$ cat src/hdl/sto_pkg.sv
// ----------------------------------------------------------------------------
// sto_pkg - shared types and constants of the sorted timeout queue
// Sizes, operation codes, status codes, sequencer states and the entry
// layout that the queue memory holds.
// ----------------------------------------------------------------------------
package sto_pkg;

    localparam int QUEUE_DEPTH = 16;
    localparam int HANDLE_BITS = 8;
    localparam int MAX_RESULTS = 16;

    localparam int IDX_W    = $clog2(QUEUE_DEPTH);
    localparam int CNT_W    = $clog2(QUEUE_DEPTH + 1);
    localparam int TIME_W   = 32;
    localparam int DELAY_W  = 30;
    localparam int HANDLE_W = 8;
    localparam int MODE_W   = 3;
    localparam int STATUS_W = 2;

    localparam logic [TIME_W-1:0] SLEEP_INFINITE = '1;

    typedef enum logic [MODE_W-1:0] {
        MODE_ADD     = 3'd0,
        MODE_CANCEL  = 3'd1,
        MODE_CHECK   = 3'd2,
        MODE_RESTART = 3'd3,
        MODE_SLEEP   = 3'd4
    } t_mode;

    typedef enum logic [STATUS_W-1:0] {
        STATUS_OK   = 2'd0,
        STATUS_FULL = 2'd1,
        STATUS_MISS = 2'd2
    } t_status;

    typedef enum logic [4:0] {
        S_IDLE,
        S_ADD_T,
        S_FIND_RD,
        S_FIND_EV,
        S_SHUP_RD,
        S_SHUP_WR,
        S_INS,
        S_CAN_RD,
        S_CAN_EV,
        S_SHDN_RD,
        S_SHDN_WR,
        S_CHK_RD,
        S_CHK_EV,
        S_POP_RD,
        S_POP_EV,
        S_RST_RD,
        S_RST_BASE,
        S_RST_RD2,
        S_RST_WR,
        S_SLP_RD,
        S_SLP_EV,
        S_EMIT
    } t_state;

    typedef struct packed {
        logic [TIME_W-1:0]      due;
        logic [HANDLE_BITS-1:0] hdl;
    } t_entry;

    typedef struct packed {
        logic                 we;
        logic [IDX_W-1:0]     waddr;
        t_entry               wdata;
        logic [IDX_W-1:0]     raddr;
    } t_mem_req;

endpackage

$ cat src/hdl/sorted_timeout_queue.sv
// ----------------------------------------------------------------------------
// sorted_timeout_queue - sorted queue of pending timeouts, wraparound time
// One word at a time: o_stall holds new input while an operation runs; the
//   sequencer and the single-read-port entry memory set the pace.
// Reset (synchronous, active low) empties the queue and drops any pending
//   result word; entry contents are not cleared, only the count.
// ----------------------------------------------------------------------------
//
// Entries are held in a small memory sorted by due time. Each operation is
// a walk over that memory under one sequencer: an address goes out in one
// cycle and the registered data is evaluated in the next. One shared
// adder/subtractor does every time calculation: now + delay, the wraparound
// compare (sign of a - b), the sleep remainder and the restart rebase.
// Results leave through an output register, so the next input word can be
// taken while a result still waits downstream.
module sorted_timeout_queue (
    input  logic                           i_clk,
    input  logic                           i_rst_n,
    input  logic                           i_valid,
    output logic                           o_stall,
    input  logic [sto_pkg::MODE_W-1:0]     i_mode,
    input  logic [sto_pkg::HANDLE_W-1:0]   i_handle,
    input  logic [sto_pkg::DELAY_W-1:0]    i_delay_ms,
    input  logic [sto_pkg::TIME_W-1:0]     i_now,
    output logic                           o_valid,
    input  logic                           i_stall,
    output logic [sto_pkg::HANDLE_W-1:0]   o_fired_handle,
    output logic                           o_fired,
    output logic [sto_pkg::TIME_W-1:0]     o_sleep_ms,
    output logic                           o_queue_empty,
    output logic [sto_pkg::STATUS_W-1:0]   o_status,
    output logic                           o_last
);

    localparam int CW = sto_pkg::CNT_W;
    localparam int IW = sto_pkg::IDX_W;
    localparam int TW = sto_pkg::TIME_W;

    // Sequencer state and operand registers.
    sto_pkg::t_state                r_state, n_state;
    sto_pkg::t_mode                 r_mode, n_mode;
    logic [sto_pkg::HANDLE_BITS-1:0] r_h, n_h;
    logic [sto_pkg::DELAY_W-1:0]    r_delay, n_delay;
    logic [TW-1:0]                  r_now, n_now;
    logic [TW-1:0]                  r_t, n_t;         // new due time or rebase delta
    logic [CW-1:0]                  r_idx, n_idx;
    logic [CW-1:0]                  r_pos, n_pos;
    logic [CW-1:0]                  r_nsh, n_nsh;     // pop count and shift distance
    logic [CW-1:0]                  r_count, n_count;
    sto_pkg::t_status               r_res_status, n_res_status;
    logic [TW-1:0]                  r_res_sleep, n_res_sleep;

    // Output register.
    logic                           r_ovalid, n_ovalid;
    logic [sto_pkg::HANDLE_W-1:0]   r_ohandle, n_ohandle;
    logic                           r_ofired, n_ofired;
    logic [TW-1:0]                  r_osleep, n_osleep;
    logic                           r_oempty, n_oempty;
    sto_pkg::t_status               r_ostatus, n_ostatus;
    logic                           r_olast, n_olast;

    sto_pkg::t_mem_req              mem_req;
    sto_pkg::t_entry                rdata;
    logic [TW-1:0]                  alu_a, alu_b, alu_sum;
    logic                           alu_sub;

    logic                           accept;
    logic                           slot_free;
    logic [CW-1:0]                  count_m1;
    logic [CW:0]                    src_idx;
    logic [CW-1:0]                  idx_m1;

    sto_ram u_ram (
        .i_clk   (i_clk),
        .i_req   (mem_req),
        .o_rdata (rdata)
    );

    sto_alu u_alu (
        .i_a   (alu_a),
        .i_b   (alu_b),
        .i_sub (alu_sub),
        .o_sum (alu_sum)
    );

    assign o_stall   = (r_state != sto_pkg::S_IDLE);
    assign accept    = i_valid && !o_stall;
    assign slot_free = !r_ovalid || !i_stall;
    assign count_m1  = r_count - CW'(1);
    assign idx_m1    = r_idx - CW'(1);
    assign src_idx   = {1'b0, r_idx} + {1'b0, r_nsh};

    always_ff @(posedge i_clk) begin
        if (!i_rst_n) begin
            r_state  <= sto_pkg::S_IDLE;
            r_count  <= '0;
            r_ovalid <= 1'b0;
        end else begin
            r_state  <= n_state;
            r_count  <= n_count;
            r_ovalid <= n_ovalid;
        end
    end

    always_ff @(posedge i_clk) begin
        r_mode       <= n_mode;
        r_h          <= n_h;
        r_delay      <= n_delay;
        r_now        <= n_now;
        r_t          <= n_t;
        r_idx        <= n_idx;
        r_pos        <= n_pos;
        r_nsh        <= n_nsh;
        r_res_status <= n_res_status;
        r_res_sleep  <= n_res_sleep;
        r_ohandle    <= n_ohandle;
        r_ofired     <= n_ofired;
        r_osleep     <= n_osleep;
        r_oempty     <= n_oempty;
        r_ostatus    <= n_ostatus;
        r_olast      <= n_olast;
    end

    always_comb begin
        n_state      = r_state;
        n_mode       = r_mode;
        n_h          = r_h;
        n_delay      = r_delay;
        n_now        = r_now;
        n_t          = r_t;
        n_idx        = r_idx;
        n_pos        = r_pos;
        n_nsh        = r_nsh;
        n_count      = r_count;
        n_res_status = r_res_status;
        n_res_sleep  = r_res_sleep;

        n_ovalid  = r_ovalid && i_stall;
        n_ohandle = r_ohandle;
        n_ofired  = r_ofired;
        n_osleep  = r_osleep;
        n_oempty  = r_oempty;
        n_ostatus = r_ostatus;
        n_olast   = r_olast;

        mem_req.we    = 1'b0;
        mem_req.waddr = r_idx[IW-1:0];
        mem_req.wdata = rdata;
        mem_req.raddr = r_idx[IW-1:0];

        alu_a   = r_now;
        alu_b   = rdata.due;
        alu_sub = 1'b1;

        case (r_state)
            sto_pkg::S_IDLE: begin
                if (accept) begin
                    n_mode       = sto_pkg::t_mode'(i_mode);
                    n_h          = sto_pkg::HANDLE_BITS'(i_handle);
                    n_delay      = i_delay_ms;
                    n_now        = i_now;
                    n_res_status = sto_pkg::STATUS_OK;
                    n_res_sleep  = '0;
                    n_idx        = '0;
                    n_nsh        = '0;
                    case (sto_pkg::t_mode'(i_mode))
                        sto_pkg::MODE_ADD: begin
                            if (r_count == CW'(sto_pkg::QUEUE_DEPTH)) begin
                                n_res_status = sto_pkg::STATUS_FULL;
                                n_state      = sto_pkg::S_EMIT;
                            end else begin
                                n_state = sto_pkg::S_ADD_T;
                            end
                        end
                        sto_pkg::MODE_CANCEL: begin
                            if (r_count == '0) begin
                                n_res_status = sto_pkg::STATUS_MISS;
                                n_state      = sto_pkg::S_EMIT;
                            end else begin
                                n_state = sto_pkg::S_CAN_RD;
                            end
                        end
                        sto_pkg::MODE_CHECK: begin
                            n_state = sto_pkg::S_CHK_RD;
                        end
                        sto_pkg::MODE_RESTART: begin
                            n_state = (r_count == '0) ? sto_pkg::S_EMIT : sto_pkg::S_RST_RD;
                        end
                        sto_pkg::MODE_SLEEP: begin
                            if (r_count == '0) begin
                                n_res_sleep = sto_pkg::SLEEP_INFINITE;
                                n_state     = sto_pkg::S_EMIT;
                            end else begin
                                n_state = sto_pkg::S_SLP_RD;
                            end
                        end
                        default: begin
                            n_state = sto_pkg::S_EMIT;
                        end
                    endcase
                end
            end

            // Add: compute the due time, find the first entry the new time is
            // before, open a gap by moving the tail up, then write the entry.
            sto_pkg::S_ADD_T: begin
                alu_a   = r_now;
                alu_b   = TW'(r_delay);
                alu_sub = 1'b0;
                n_t     = alu_sum;
                if (r_count == '0) begin
                    n_pos   = '0;
                    n_state = sto_pkg::S_INS;
                end else begin
                    n_state = sto_pkg::S_FIND_RD;
                end
            end
            sto_pkg::S_FIND_RD: begin
                n_state = sto_pkg::S_FIND_EV;
            end
            sto_pkg::S_FIND_EV: begin
                alu_a = r_t;
                alu_b = rdata.due;
                if (alu_sum[TW-1]) begin
                    n_pos   = r_idx;
                    n_idx   = r_count;
                    n_state = sto_pkg::S_SHUP_RD;
                end else if (r_idx == count_m1) begin
                    n_pos   = r_count;
                    n_state = sto_pkg::S_INS;
                end else begin
                    n_idx   = r_idx + CW'(1);
                    n_state = sto_pkg::S_FIND_RD;
                end
            end
            sto_pkg::S_SHUP_RD: begin
                mem_req.raddr = idx_m1[IW-1:0];
                n_state       = sto_pkg::S_SHUP_WR;
            end
            sto_pkg::S_SHUP_WR: begin
                mem_req.we    = 1'b1;
                mem_req.waddr = r_idx[IW-1:0];
                mem_req.wdata = rdata;
                n_idx         = idx_m1;
                n_state       = (idx_m1 == r_pos) ? sto_pkg::S_INS : sto_pkg::S_SHUP_RD;
            end
            sto_pkg::S_INS: begin
                mem_req.we        = 1'b1;
                mem_req.waddr     = r_pos[IW-1:0];
                mem_req.wdata.due = r_t;
                mem_req.wdata.hdl = r_h;
                n_count           = r_count + CW'(1);
                n_state           = sto_pkg::S_EMIT;
            end

            // Cancel: search for the first matching handle, then close the gap.
            sto_pkg::S_CAN_RD: begin
                n_state = sto_pkg::S_CAN_EV;
            end
            sto_pkg::S_CAN_EV: begin
                if (rdata.hdl == r_h) begin
                    n_nsh   = CW'(1);
                    n_state = sto_pkg::S_SHDN_RD;
                end else if (r_idx == count_m1) begin
                    n_res_status = sto_pkg::STATUS_MISS;
                    n_state      = sto_pkg::S_EMIT;
                end else begin
                    n_idx   = r_idx + CW'(1);
                    n_state = sto_pkg::S_CAN_RD;
                end
            end

            // Shift down by r_nsh places starting at r_idx, then shrink count.
            sto_pkg::S_SHDN_RD: begin
                mem_req.raddr = src_idx[IW-1:0];
                if (src_idx < {1'b0, r_count}) begin
                    n_state = sto_pkg::S_SHDN_WR;
                end else begin
                    n_count = r_count - r_nsh;
                    n_state = (r_mode == sto_pkg::MODE_CANCEL) ? sto_pkg::S_EMIT
                                                                : sto_pkg::S_IDLE;
                end
            end
            sto_pkg::S_SHDN_WR: begin
                mem_req.we    = 1'b1;
                mem_req.waddr = r_idx[IW-1:0];
                mem_req.wdata = rdata;
                n_idx         = r_idx + CW'(1);
                n_state       = sto_pkg::S_SHDN_RD;
            end

            // Check: count the due entries at the head first, so that every
            // result word can carry the final empty flag, then pop them.
            sto_pkg::S_CHK_RD: begin
                mem_req.raddr = r_nsh[IW-1:0];
                if ((int'(r_nsh) < sto_pkg::MAX_RESULTS) && (r_nsh < r_count)) begin
                    n_state = sto_pkg::S_CHK_EV;
                end else if (r_nsh == '0) begin
                    n_state = sto_pkg::S_EMIT;
                end else begin
                    n_idx   = '0;
                    n_state = sto_pkg::S_POP_RD;
                end
            end
            sto_pkg::S_CHK_EV: begin
                alu_a = r_now;
                alu_b = rdata.due;
                if (!alu_sum[TW-1]) begin
                    n_nsh   = r_nsh + CW'(1);
                    n_state = sto_pkg::S_CHK_RD;
                end else if (r_nsh == '0) begin
                    n_state = sto_pkg::S_EMIT;
                end else begin
                    n_idx   = '0;
                    n_state = sto_pkg::S_POP_RD;
                end
            end
            sto_pkg::S_POP_RD: begin
                n_state = sto_pkg::S_POP_EV;
            end
            sto_pkg::S_POP_EV: begin
                if (slot_free) begin
                    n_ovalid  = 1'b1;
                    n_ohandle = sto_pkg::HANDLE_W'(rdata.hdl);
                    n_ofired  = 1'b1;
                    n_osleep  = '0;
                    n_oempty  = (r_count == r_nsh);
                    n_ostatus = sto_pkg::STATUS_OK;
                    n_olast   = (r_idx == r_nsh - CW'(1));
                    if (r_idx == r_nsh - CW'(1)) begin
                        n_idx   = '0;
                        n_state = sto_pkg::S_SHDN_RD;
                    end else begin
                        n_idx   = r_idx + CW'(1);
                        n_state = sto_pkg::S_POP_RD;
                    end
                end
            end

            // Restart: delta = now - head time, then add delta to every entry.
            sto_pkg::S_RST_RD: begin
                n_state = sto_pkg::S_RST_BASE;
            end
            sto_pkg::S_RST_BASE: begin
                alu_a   = r_now;
                alu_b   = rdata.due;
                n_t     = alu_sum;
                n_state = sto_pkg::S_RST_RD2;
            end
            sto_pkg::S_RST_RD2: begin
                n_state = sto_pkg::S_RST_WR;
            end
            sto_pkg::S_RST_WR: begin
                alu_a             = rdata.due;
                alu_b             = r_t;
                alu_sub           = 1'b0;
                mem_req.we        = 1'b1;
                mem_req.waddr     = r_idx[IW-1:0];
                mem_req.wdata.due = alu_sum;
                mem_req.wdata.hdl = rdata.hdl;
                if (r_idx == count_m1) begin
                    n_state = sto_pkg::S_EMIT;
                end else begin
                    n_idx   = r_idx + CW'(1);
                    n_state = sto_pkg::S_RST_RD2;
                end
            end

            // Sleep: head time minus now, zero when the head is overdue.
            sto_pkg::S_SLP_RD: begin
                n_state = sto_pkg::S_SLP_EV;
            end
            sto_pkg::S_SLP_EV: begin
                alu_a       = rdata.due;
                alu_b       = r_now;
                n_res_sleep = alu_sum[TW-1] ? '0 : alu_sum;
                n_state     = sto_pkg::S_EMIT;
            end

            sto_pkg::S_EMIT: begin
                if (slot_free) begin
                    n_ovalid  = 1'b1;
                    n_ohandle = '0;
                    n_ofired  = 1'b0;
                    n_osleep  = r_res_sleep;
                    n_oempty  = (r_count == '0);
                    n_ostatus = r_res_status;
                    n_olast   = 1'b1;
                    n_state   = sto_pkg::S_IDLE;
                end
            end

            default: begin
                n_state = sto_pkg::S_IDLE;
            end
        endcase
    end

    assign o_valid        = r_ovalid;
    assign o_fired_handle = r_ohandle;
    assign o_fired        = r_ofired;
    assign o_sleep_ms     = r_osleep;
    assign o_queue_empty  = r_oempty;
    assign o_status       = r_ostatus;
    assign o_last         = r_olast;

endmodule

$ cat src/hdl/sto_alu.sv
// ----------------------------------------------------------------------------
// sto_alu - shared 32-bit adder/subtractor
// Computes a + b or a - b. The sign bit of a - b gives the wraparound
// "a is before b" compare.
// ----------------------------------------------------------------------------
module sto_alu (
    input  logic [sto_pkg::TIME_W-1:0] i_a,
    input  logic [sto_pkg::TIME_W-1:0] i_b,
    input  logic                       i_sub,
    output logic [sto_pkg::TIME_W-1:0] o_sum
);

    logic [sto_pkg::TIME_W-1:0] b_op;

    assign b_op  = i_sub ? ~i_b : i_b;
    assign o_sum = i_a + b_op + sto_pkg::TIME_W'(i_sub);

endmodule

$ cat src/hdl/sto_ram.sv
// ----------------------------------------------------------------------------
// sto_ram - queue entry memory
// One write port and one read port; the read data is registered.
// ----------------------------------------------------------------------------
module sto_ram (
    input  logic              i_clk,
    input  sto_pkg::t_mem_req i_req,
    output sto_pkg::t_entry   o_rdata
);

    sto_pkg::t_entry mem [sto_pkg::QUEUE_DEPTH];

    always_ff @(posedge i_clk) begin
        if (i_req.we) begin
            mem[i_req.waddr] <= i_req.wdata;
        end
        o_rdata <= mem[i_req.raddr];
    end

endmodule
$ cat config.mk
export PLATFORM = sky130hd
export DESIGN_NAME = sorted_timeout_queue
export DESIGN_NICKNAME = d
export VERILOG_FILES = /design/src/hdl/sto_pkg.sv /design/src/hdl/sorted_timeout_queue.sv /design/src/hdl/sto_alu.sv /design/src/hdl/sto_ram.sv
export SDC_FILE = /design/constraint.sdc
export NUM_CORES = 1
export LEC_CHECK = 0
export BUFFER_PORTS_ARGS = -buffer_cell sky130_fd_sc_hd__buf_2
export CAP_MARGIN = 20
export CELL_PAD_IN_SITES_DETAIL_PLACEMENT = 2
export CELL_PAD_IN_SITES_GLOBAL_PLACEMENT = 2
export CORE_MARGIN = 4
export CORE_UTILIZATION = 29
export CTS_CLUSTER_DIAMETER = 120
export DETAILED_ROUTE_END_ITERATION = 10
export PLACE_DENSITY = 0.55
export SYNTH_ARGS = -nofsm -noshare
export SYNTH_HDL_FRONTEND = slang
export SYNTH_HIERARCHICAL = 1
export SYNTH_SLANG_ARGS = --single-unit
$ cat constraint.sdc
create_clock -name i_clk -period 8.85 [get_ports i_clk]
set_input_delay 0.4425 -clock i_clk [delete_from_list [all_inputs] [get_ports i_clk]]
set_output_delay 0.4425 -clock i_clk [all_outputs]
set_load 0.03 [all_outputs]
Word-level counts from Yosys, hierarchy flattened
Memory sizes are Yosys's and may differ from the RTL's. A register that Yosys moved wholly into a read port is not among the register bits.
Cells that the tools add are included.
{"block": "totals", "reg_bits": 210, "mem_bits_rw": 640, "inputBits": 77, "out_inout_bits": 47, "elab_cells": 192, "memories": 1}
{"memory": "u_ram.mem", "depth": 16, "width": 40, "rd": 1, "rd_clocked_by_memory_dff": 1, "write_ports": 1, "line_no": "sto_ram.sv:11", "source": "sto_pkg::t_entry mem [sto_pkg::QUEUE_DEPTH];"}
{"block": "op_classes", "addsub": 10, "n_lt_le_gt_ge": 3, "n_eq_ne": 44, "n_mux": 80, "n_bitwise": 1, "n_reduce_logical": 34}
{"operator": "2-to-1 mux 32 bit", "n": 6}
{"operator": "case mux 32 bit (2 select lines)", "n": 3}
{"operator": "2-to-1 mux 5 bit", "n": 29}
{"operator": "case mux 45 bit (3 select lines)", "n": 1}
{"operator": "case mux 5 bit (21 select lines)", "n": 1}
{"operator": "case mux 32 bit (3 select lines)", "n": 1}
{"operator": "case mux 5 bit (9 select lines)", "n": 1}
{"operator": "equality test 5 x 4 -> 1 bit, second input constant", "n": 8}
{"operator": "equality test 5 bit, second input constant", "n": 7}
{"operator": "adder 32 x 1 -> 32 bit", "n": 1}
{"operator": "adder 32 bit", "n": 1}
{"operator": "inverter 32 bit", "n": 1}
{"operator": "2-to-1 mux 31 bit", "n": 1}
{"operator": "case mux 5 bit (5 select lines)", "n": 1}
{"operator": "inequality test 2 bit, second input constant", "n": 11}
{"operator": "equality test 5 x 3 -> 1 bit, second input constant", "n": 4}
{"operator": "equality test 5 bit", "n": 4}
{"operator": "case mux 5 bit (2 select lines)", "n": 2}
{"operator": "2-to-1 mux 8 bit", "n": 2}
{"operator": "case mux 8 bit (2 select lines)", "n": 1}
{"operator": "adder 5 x 1 -> 5 bit, second input constant", "n": 3}
{"operator": "zero test 5 bit", "n": 3}
{"operator": "2-to-1 mux 3 bit", "n": 5}
{"operator": "case mux 5 bit (3 select lines)", "n": 1}
{"operator": "other kinds (31)", "n": 74}

Logic depth before layout (Yosys ltp)
Gate-level depths: netlist (run 1).
{"block": "logic_depth", "word_depth": 9, "ltp_mapped": 25, "ltp_nobuf": 20}

By module
Netlist (run 1), hierarchy kept.
{"module": "sto_ram", "n_inst": 1, "cells_per_inst": 1040, "area_per_inst_um2": 25131.6, "seq_area_each_um2": 20019.2}
{"module": "sorted_timeout_queue", "n_inst": 1, "cells_per_inst": 1063, "area_per_inst_um2": 11439.7, "seq_area_each_um2": 6195.9}
{"module": "sto_alu", "n_inst": 1, "cells_per_inst": 289, "area_per_inst_um2": 2094.5, "seq_area_each_um2": 0.0}

Worst setup path after synthesis (run 1)
Ideal clock, no wire load.
{"block": "synth_path", "path_type": "register to register", "start": "reg r_state[1]", "end": "reg r_idx[0], enable pin", "t_arrival_ps": 5010, "required_ps": 8469, "slack_ps": 3459, "stages_incl_launch_ff": 22, "n_path_buf": 7, "path_cell_list": "dfxtp_1 -> buf_2 -> nor2b_2 -> and3_1 -> clkbuf_1 -> buf_2 -> buf_1 -> nor2_1 -> buf_2 -> buf_1 -> xor2_1 -> ha_1 -> a21oi_1 -> o221ai_4 -> o2111ai_1 -> nand3_1 -> a221oi_1 -> xnor2_1 -> clkbuf_1 -> nor2b_1 -> a21oi_1 -> nor4_1"}
{"block": "synth_between", "elab_cells_between_ends": 30}
{"item": "start: declaration", "line_no": "sorted_timeout_queue.sv:40", "source": "sto_pkg::t_state r_state, n_state;"}
{"item": "start signal: assignment", "line_no": "sorted_timeout_queue.sv:95", "source": "r_state <= sto_pkg::S_IDLE;"}
{"item": "start signal: assignment", "line_no": "sorted_timeout_queue.sv:99", "source": "r_state <= n_state;"}
{"item": "equality test 5 bit or equality test 5 x 1 -> 1 bit (tied branches)", "line_no": "sorted_timeout_queue.sv:155", "source": "case (r_state)"}
{"item": "OR reduction 2 bit (no line) *"}
{"item": "2-to-1 mux 1 bit *", "line_no": "sorted_timeout_queue.sv:155"}
{"item": "net alu_sub", "line_no": "sorted_timeout_queue.sv:65", "source": "logic alu_sub;"}
{"item": "adder 32 x 1 -> 32 bit *", "line_no": "sto_alu.sv:16", "source": "assign o_sum = i_a + b_op + sto_pkg::TIME_W'(i_sub);"}
{"item": "net alu_sum[31]", "line_no": "sorted_timeout_queue.sv:64", "source": "logic [TW-1:0] alu_a, alu_b, alu_sum;"}
{"item": "inequality test 2 bit (no line) *"}
{"item": "AND reduction 6 bit (no line) *"}
{"item": "end signal: assignment", "line_no": "sorted_timeout_queue.sv:111", "source": "r_idx <= n_idx;"}
{"item": "end: declaration", "line_no": "sorted_timeout_queue.sv:46", "source": "logic [CW-1:0] r_idx, n_idx;"}
Mark *: on every way through the listed nets, which the timed path passes. The rest lies on a longest branch.
A chain may end at the register's enable or synchronous reset.

Worst setup path after layout (run 1)
{"block": "layout_path", "start": "reg r_state[4]", "end": "reg r_idx[0], enable pin"}
{"block": "layout_between", "elab_chain_cells": 8, "elab_cells_between_ends": 30}
{"item": "equality test 5 bit or equality test 5 x 1 -> 1 bit (tied branches)", "line_no": "sorted_timeout_queue.sv:155"}
{"item": "case mux 32 bit (3 select lines) *", "line_no": "sorted_timeout_queue.sv:155"}
{"item": "net alu_b[16]", "line_no": "sorted_timeout_queue.sv:64"}
{"item": "inverter 32 bit", "line_no": "sto_alu.sv:15", "source": "assign b_op = i_sub ? ~i_b : i_b;"}
{"item": "2-to-1 mux 32 bit *", "line_no": "sto_alu.sv:15"}
{"item": "adder 32 bit *", "line_no": "sto_alu.sv:16"}
{"item": "adder 32 x 1 -> 32 bit *", "line_no": "sto_alu.sv:16"}
{"item": "net alu_sum[31]", "line_no": "sorted_timeout_queue.sv:64"}
{"item": "inequality test 2 bit (no line) *"}
{"item": "AND reduction 6 bit (no line) *"}
Marked as above.

==> flow_summary.toml, run 1 <==
[run]
max_cap_viol_count = 0

[cts]
clock_latency_ps = 690
cts_buffer_depth = 3
cts_made_buffers = 97
cts.sinks = 890
tritoncts = "done"
cts.clk_slew.worst_paths_ps = 60
cts_root_buffer = "clkbuf_16"
htreeDepth = 3

[sta]
tightestPinTransition_ps = 1220
slew_violations = 0
fin_skew_ps = 44.2
timing.fmax_mhz = 142
fin_crit_ps = 7030
worst_slack_ps = 1820
relSlewSlack = 0.187
setup_viol_count_final = 0
rsz0062_at_grt = "false"
tns_ps = 0
finalHoldViolCount = 0
min_period_over_period = 0.794

[finish]
stdcell_count = 4431
area_delta_synth_final_pct = 16.8
final.fill_count = 13200
seq_area_sq_mm = 0.0262
final_net_count = 2723
multi_input_area_sq_mm = 0.0116
utilization = 0.342
layout-drive-gt1-share = 0.182

[routing]
via_per_inst = 5.12
drc = 0
antenna_left = 0
wl_per_cell_um = 26.4
firstDrtPassIters = 8
vias = 22700
drtIter0Drc = 1732
drt-total-wl_mm = 117

[floorplanning]
design.core.area_sq_mm = 0.132
die_w_um = 373
dieArea_sq_mm = 0.139
die_y_um = 373
ioPinCount = 124
rows = 133
start_util = 0.293

[synthesis]
synth_commonest_cells = "839 x edfxtp_1, 210 x nand2_1, 142 x a22oi_1"
yosysSeqAreaShare = 0.678
syn-num-nets = 2525
yosysTopAreaCell = "edfxtp_1"
yosysTopAreaCellShare = 0.652
synth_area_sq_mm = 0.0387
yosysMostFrequentCell = "edfxtp_1"
syn_inst = 2392
ys_ff_latch = 890
synthArstFlopShare = 0
synth-warning-count = 6
yosysUniqueCellTypes = 92
synth_area_per_cell_sq_um = 16.2
synth_ff_type = "edfxtp_1"
synthTopCellsByArea = "edfxtp_1 65%, mux4_2 5.8%, mux4_1 4.1%, a22oi_1 2.8%, dfxtp_1 2.6%"
synth_edf_count = 839

[setup_path]
path_buf_inv = 3
crit_chain = "nand2b_1 > nor3_4 > buf_4 > or2_2 > buf_4 > o21ai_0 > a21oi_1 > xor2_1 > ha_1 > a21oi_1 > o21ai_0 > a21oi_1 > nand3_1 > a221oi_1 > xnor2_2 > buf_4 > nor2b_1 > a21oi_1 > nor4_1"
timing.critical_path.mode_cell = "a21oi_1"
crit_path_end_kind = "flop"
cp_slowest_cell = "dfxtp_1"
reg2reg_slack_ps = 1820
path_delay_family = "simple AND/OR/NAND/NOR gates"
worst_ep_required_time_ps = 9130
critPathLaunchType = "flop"
crit_fanout = 62
critPathKind = "reg2reg"
slowest_delay_ps = 780
worstPathArrival_ps = 7310

[grt]
grt_max_degree = 131
grt_overflow = 0
grt_pass1_vias = 24700
grt_use_total = 0.165
grt_pass1_wl_mm = 173
antenna_found_initial = 3

[place]
pre_cts_ws_ps = 1840
port_buffers = 123
gp_congestion = 0.792
dp_cells = 4176
dp_hpwl_mm = 70.5

[worst_hold_path]
hp-class = "in2reg"

[power_and_ir_drop]
leakagePower_nw = 15.2
power_mw = 19.3
power_density_mw_per_mm2 = 428
vdd_ir_drop_max_mv = 0.243

[outcome]
status = "completed"
flip-flops by register name (all words and copies together), names as in the netlist, 30 cells and up:
register	flops
u_ram/o_rdata	40
r_res_sleep	32
o_sleep_ms	32
r_now	32
u_ram/mem	640
r_t	32
r_delay	30
layout make-up:
class / count / area share
Timing Repair Buffer: 239 / 0.0374
Clock inverter: 47 / 0.0103
Antenna cell: 1 / 0.0000554
Clock buffer: 137 / 0.0602
Multi-Input combinational cell: 1303 / 0.258
Inverter: 59 / 0.00496
Tap cell: 1755 / 0.0486
Sequential cell: 890 / 0.581
stage by stage:
stage	cell area [sq um]	hold slack, ps
2_1_floorplan	38700	497
3_3_place_gp	41300	503
3_5_place_dp	41300	509
4_1_cts	45100	23.4
5_1_grt	45100	52.6
6_report	45100	80.3
worst paths after layout:
path / startpoint / to / cells past startpoint
worst max-delay path: r_state[4] / r_idx[0] / 19
worst min-delay path: i_mode[0] / r_mode[0] / 1
worst max register to register: r_state[4] / r_idx[0] / 19
worst min register to register: r_res_sleep[1] / o_sleep_ms[1] / 1
power by group:
part           leakage [nW]  switching [mW]  internal (mW)
clock                  1.56            1.70           2.33
combinational          5.67            5.90           3.04
sequential             8.01           0.425           5.93
total                  15.2            8.02           11.3
kinds of logic (layout without fill, tap and decap cells):
group,Yosys count,after routing,share of synthesized area
mux,178,178,0.104
flops,890,890,0.678
xor+xnor,98,98,0.0222
compound gates,466,466,0.0878
simple gates,505,505,0.0624
other cells,0,1,0
buf+inv,199,482,0.0266
fa+ha+maj,56,56,0.0187
per-layer routing:
metal / track usage / vias up / routed length [um]
met4: 0.0383 / 0 / 2170
met1: 0.225 / 12100 / 52500
met2: 0.276 / 506 / 56800
li1: - / 9941 / -
met3: 0.0263 / 133 / 5340
met5: 0 / - / 0
cells in the final DEF, fill, tap and decap left out, types with 44 or more instances in the layout:
| cell | n |
|---|---|
| buf_4 | 44 |
| a22oi_1 | 142 |
| dlygate4sd3_1 | 70 |
| o21ai_0 | 62 |
| inv_1 | 58 |
| edfxtp_1 | 839 |
| mux4_1 | 60 |
| buf_2 | 123 |
| ha_1 | 53 |
| mux4_2 | 100 |
| nor2_1 | 84 |
| nand2_1 | 210 |
| dfxtp_1 | 51 |
| xor2_1 | 56 |
| clkbuf_16 | 98 |
| and2_1 | 49 |
| a21oi_1 | 82 |
repair_timing:
action,in CTS,in global routing
hold buffers,70,0
endpoints found under the hold margin,70,0
buffers inserted,0,0
gates resized for setup,0,0
Note: power is estimated with default switching activity, not from simulation.
==> inputs of run 2 (changes only) <==
--- a/config.mk
+++ b/config.mk
@@ -13,7 +13,7 @@
 export CORE_UTILIZATION = 29
 export CTS_CLUSTER_DIAMETER = 120
 export DETAILED_ROUTE_END_ITERATION = 10
-export PLACE_DENSITY = 0.55
+export PLACE_DENSITY = 0.57
 export SYNTH_ARGS = -nofsm -noshare
 export SYNTH_HDL_FRONTEND = slang
 export SYNTH_HIERARCHICAL = 1
==> constraint.sdc (replaced) <==
create_clock -name i_clk -period 6.2 [get_ports i_clk]
set_input_delay 0.31 -clock i_clk [delete_from_list [all_inputs] [get_ports i_clk]]
set_output_delay 0.31 -clock i_clk [all_outputs]
set_load 0.03 [all_outputs]
==> flow_summary.toml, run 2 (synthesized netlist as in run 1, its figures left out) <==
[setup_path]
path_buf_inv = 4
timing.critical_path.mode_cell = "buf_4"
crit_chain = "nor2b_2 > and3_2 > buf_4 > buf_4 > a22oi_1 > nand2_1 > o21ai_0 > a21oi_1 > xor2_1 > ha_1 > a21oi_1 > o21ai_0 > nand4_1 > nand2_1 > a221oi_1 > buf_4 > xnor2_2 > a222oi_1 > inv_1"
r2r_start = "r_state[1]"
path_delay_family = "compound AO/OA/AOI/OAI gates"
critPathKind = "reg2reg"
cp_slowest_cell = "a222oi_1"
crit_fanout = 22
slowest_delay_ps = 580
critPathLaunchType = "flop"
crit_start = "r_state[1]"
worst_ep_required_time_ps = 6530
worstPathArrival_ps = 6050
crit_path_end_kind = "flop"

[sta]
setup_viol_count_final = 0
rsz0062_at_grt = "false"
slew_violations = 0
finalHoldViolCount = 0
relSlewSlack = 0.271
tns_ps = 0
timing.fmax_mhz = 175
tightestPinTransition_ps = 1090
fin_skew_ps = 46.8
fin_crit_ps = 5720
min_period_over_period = 0.923

[routing]
drt-met1-wl_mm = 55.4
via_per_inst = 5.15
top_layer = "met4"
drtIter0Drc = 1785
wl_per_cell_um = 27.2
drt-total-wl_mm = 122
firstDrtPassIters = 6
route.met2.wl_mm = 59.7
antenna_left = 0
wl_met3_mm = 4.71
vias = 23000
drc = 0

[grt]
grt_pass1_wl_mm = 178
grt_pass1_vias = 24900
grt_use_total = 0.171
grt_overflow = 0
grt_max_degree = 59
antenna_found_initial = 5

[finish]
reg_top3 = "u_ram/mem: 640 flops, u_ram/o_rdata: 40 flops"
regMostFlops = "u_ram/mem"
final_net_count = 2767
final.fill_count = 13100
largest_reg_flops = 640
layout-drive-gt1-share = 0.195
layout_commonest_cell = "edfxtp_1"
area_delta_synth_final_pct = 18.7
stdcell_count = 4477
layout_common_cells = "839 x edfxtp_1, 210 x nand2_1, 142 x a22oi_1"

[cts]
cts_buffer_depth = 3
cts.clk_slew.worst_paths_ps = 60
clock_latency_ps = 710
cts.sinks = 890
postCtsSetupBuffers = 0
cts_made_buffers = 98
htreeDepth = 3
ctsResizeCount = 0
holdBufCountCts = 74
tritoncts = "done"
cts_root_buffer = "clkbuf_16"

[floorplanning]
rows = 133
ioPinCount = 124
die_y_um = 373
start_util = 0.293
design.core.area_sq_mm = 0.132
die_w_um = 373
dieArea_sq_mm = 0.139

[worst_hold_path]
hp-class = "in2reg"
worstHoldStart = "i_valid"

[power_and_ir_drop]
vdd_ir_drop_max_mv = 0.276
power_density_mw_per_mm2 = 617
leakagePower_nw = 15.6
combPwrFrac = 0.459
switchingPower_mw = 11.5
clkPwrFrac = 0.221
p_int_mw = 16.8
p_seq_frac = 0.320
swShare = 0.407

[place]
dp_cells = 4213
gp_congestion = 0.832
port_buffers = 123
dp_hpwl_mm = 76.8

[run]
max_cap_viol_count = 0

[outcome]
status = "completed"
-- run 2: layout make-up --
| cell class | count | area (sq um) | share of cell area |
|---|---|---|---|
| clock inverter | 55 | 763 | 0.0166 |
| multi-input combinational | 1303 | 11600 | 0.254 |
| inverter | 59 | 224 | 0.00488 |
| antenna | 4 | 10.0 | 0.000218 |
| timing repair buffer | 282 | 2120 | 0.0461 |
| clock buffer | 129 | 2720 | 0.0593 |
| sequential | 890 | 26200 | 0.571 |
| tap | 1755 | 2200 | 0.0479 |
-- run 2: metal layers --
layer  GRT usage  up-vias
met2       0.288      554
li1            -    10000
met4      0.0403        0
met3      0.0224      107
met5           0        -
met1       0.236    12300
-- run 2: stage by stage --
step / hold slack [ps] / worst slack [ps] / util / power [mW] / cell area (sq um)
final: 140 / 477 / 0.348 / 28.3 / 45900
after CTS: 83.2 / 436 / 0.348 / 28.6 / 45900
after global routing: 145 / 80.2 / 0.348 / 29.9 / 45900
after global placement: 490 / 605 / 0.315 / 21.8 / 41600
after floorplan: 409 / 809 / - / 17.5 / 38700
after detailed placement: 489 / 542 / 0.315 / 22.1 / 41600
-- run 2: path summary, 6_finish.rpt --
kind	end	slack [ps]	cells past startpoint
min	r_state[1]	140	4
max reg2reg	u_ram/mem[10][39]	480	19
max	u_ram/mem[10][39]	480	19
min reg2reg	o_sleep_ms[2]	500	1
-- run 2: worst reg2reg max path, delay by kind of cell (launching register included) --
kind	cells	cell delay [ps]
fa+ha+maj	1	380
simple gates	5	920
flops	1	470
compound gates	7	1930
buf+inv	4	1210
xor+xnor	2	460
-- run 2: power by group through the flow --
| stage | Combinational, mW | Sequential (mW) | Clock [mW] |
|---|---|---|---|
| after floorplan | 8.61 | 8.85 | 0 |
| after global placement | 12.6 | 9.14 | 0 |
| after detailed placement | 13.0 | 9.17 | 0 |
| after CTS | 13.1 | 9.06 | 6.45 |
| after global routing | 14.1 | 9.12 | 6.71 |
| final | 13.0 | 9.06 | 6.27 |
==> inputs of run 3 (changes only) <==
--- a/config.mk
+++ b/config.mk
@@ -7,13 +7,11 @@
 export LEC_CHECK = 0
 export BUFFER_PORTS_ARGS = -buffer_cell sky130_fd_sc_hd__buf_2
 export CAP_MARGIN = 20
-export CELL_PAD_IN_SITES_DETAIL_PLACEMENT = 2
-export CELL_PAD_IN_SITES_GLOBAL_PLACEMENT = 2
 export CORE_MARGIN = 4
 export CORE_UTILIZATION = 29
 export CTS_CLUSTER_DIAMETER = 120
 export DETAILED_ROUTE_END_ITERATION = 10
-export PLACE_DENSITY = 0.57
+export PLACE_DENSITY = 0.46
 export SYNTH_ARGS = -nofsm -noshare
 export SYNTH_HDL_FRONTEND = slang
 export SYNTH_HIERARCHICAL = 1
==> flow_summary.toml, run 3 (synthesized netlist as in run 1, its figures left out) <==
[cts]
clock_latency_ps = 670
cts.clk_slew.worst_paths_ps = 60
cts_made_buffers = 94
tritoncts = "done"
cts_root_buffer = "clkbuf_16"
htreeDepth = 3
cts.sinks = 890
postCtsSetupBuffers = 0
cts_buffer_depth = 3

[setup_path]
r2r_start = "r_state[1]"
worstPathArrival_ps = 6200
critPathLaunchType = "flop"
crit_end = "u_ram/mem[15][27]"
worst_ep_required_time_ps = 6530
r2r_end = "u_ram/mem[15][27]"
crit_path_end_kind = "flop"
critPathKind = "reg2reg"
crit_start = "r_state[1]"
crit_fanout = 18
ff2ff_path_depth = 18
reg2reg_slack_ps = 340

[finish]
layout-drive-gt1-share = 0.183
area_delta_synth_final_pct = 17.3
layout_commonest_cell = "edfxtp_1"
layout_common_cells = "839 x edfxtp_1, 210 x nand2_1, 142 x a22oi_1"
stdcell_count = 4452
utilization = 0.344
largest_reg_flops = 640
regMostFlops = "u_ram/mem"
final_net_count = 2748
reg_top3 = "u_ram/mem: 640 flops, u_ram/o_rdata: 40 flops"
final.fill_count = 12600

[floorplanning]
die_w_um = 373
ioPinCount = 124
die_y_um = 373
dieArea_sq_mm = 0.139
rows = 133
design.core.area_sq_mm = 0.132
start_util = 0.293

[sta]
tightestPinTransition_ps = 1050
fin_crit_ps = 5860
rsz0062_at_grt = "false"
setup_viol_count_final = 0
fin_skew_ps = 27.8
min_period_over_period = 0.946
relSlewSlack = 0.289
timing.fmax_mhz = 171
finalHoldViolCount = 0
tns_ps = 0
slew_violations = 0

[grt]
grt_use_total = 0.155
grt_pass1_wl_mm = 163
antenna_found_initial = 0
grt_max_degree = 67
grt_pass1_vias = 23300
grt_overflow = 0

[routing]
firstDrtPassIters = 6
via_per_inst = 5.11
drtIter0Drc = 2006
vias = 22700
drt-total-wl_mm = 111
drc = 0
wl_per_cell_um = 24.9
antenna_left = 0

[place]
dp_hpwl_mm = 66.9
gp_congestion = 0.900
dp_cells = 4198
port_buffers = 123

[outcome]
status = "completed"

[worst_hold_path]
hp-class = "in2reg"

[power_and_ir_drop]
vdd_ir_drop_max_mv = 0.344
leakagePower_nw = 15.3
power_density_mw_per_mm2 = 598

[run]
max_cap_viol_count = 0
-- run 3: changes by cell type in the layout (fill, tap and decap cells not counted), sizes merged --
cell      previous run  this run
clkinvlp             4         8
buf                206       191
clkbuf             131       136
clkinv              34        24
diode                4         1
bufinv              16         7
inv                 60        63
-- run 3: worst min-delay path by stage --
| stage | cells after the start | start | to | slack [ps] |
|---|---|---|---|---|
| after CTS | 4 | i_valid | r_state[1] | 150 |
| final | 4 | i_valid | r_state[1] | 190 |
| after global routing | 4 | i_valid | r_state[1] | 210 |
| after detailed placement | 1 | i_delay_ms[9] | r_delay[9] | 490 |
| after global placement | 1 | i_now[27] | r_now[27] | 490 |
| after floorplan | 0 | i_delay_ms[0] | r_delay[0] | 410 |
-- run 3: critical path: stages, from the launching register on --
cell and delay (ps):
dfxtp_1 570, nor2b_2 340, and3_2 260, or2_2 400, buf_4 300, nand2_1 60
o21ai_0 80, a21oi_1 110, xor2_1 150, ha_1 380, o21ai_1 160, a211oi_4 330
o21ai_1 210, o31ai_1 510, a21oi_1 220, xnor2_1 230, a222oi_1 800, buf_4 250
inv_1 190
-- run 3: what timing repair did --
item	in CTS	in global routing
hold buffers	74	0
endpoints found under the hold margin	80	0
endpoints found under the setup margin	0	16
resized for setup	0	1
-- run 3: power breakdown --
group | total [mW] | leakage, nW | internal [mW] | switching, mW
Sequential | 9.06 | 8.01 | 8.47 | 0.590
Combinational | 12.5 | 5.84 | 4.37 | 8.13
Clock | 5.56 | 1.45 | 3.18 | 2.38
-- run 3: final cells by class --
cell class	instances	area [sq um]	area share
multi-input combinational	1303	11600	0.256
inverter	59	223	0.00491
tap	1755	2200	0.0484
clock inverter	43	517	0.0114
sequential	890	26200	0.578
timing repair buffer	267	2040	0.0450
clock buffer	134	2540	0.0560
antenna	1	2.50	0.0000552
-- run 3: through the flow --
stage | total power [mW] | setup WS [ps] | hold slack (ps) | area, sq um
6_report | 27.1 | 336 | 193 | 45400
5_1_grt | 28.6 | 35.4 | 206 | 45400
4_1_cts | 27.3 | 344 | 147 | 45400
3_5_place_dp | 21.6 | 383 | 488 | 41600
3_3_place_gp | 21.5 | 444 | 488 | 41600
2_1_floorplan | 17.5 | 809 | 409 | 38700
-- run 3: metal layers --
| layer | routed length, um | global-route usage |
|---|---|---|
| met3 | 5510 | 0.0225 |
| met1 | 49500 | 0.214 |
| met2 | 53300 | 0.256 |
| met4 | 2610 | 0.0427 |
| met5 | 0 | 0 |
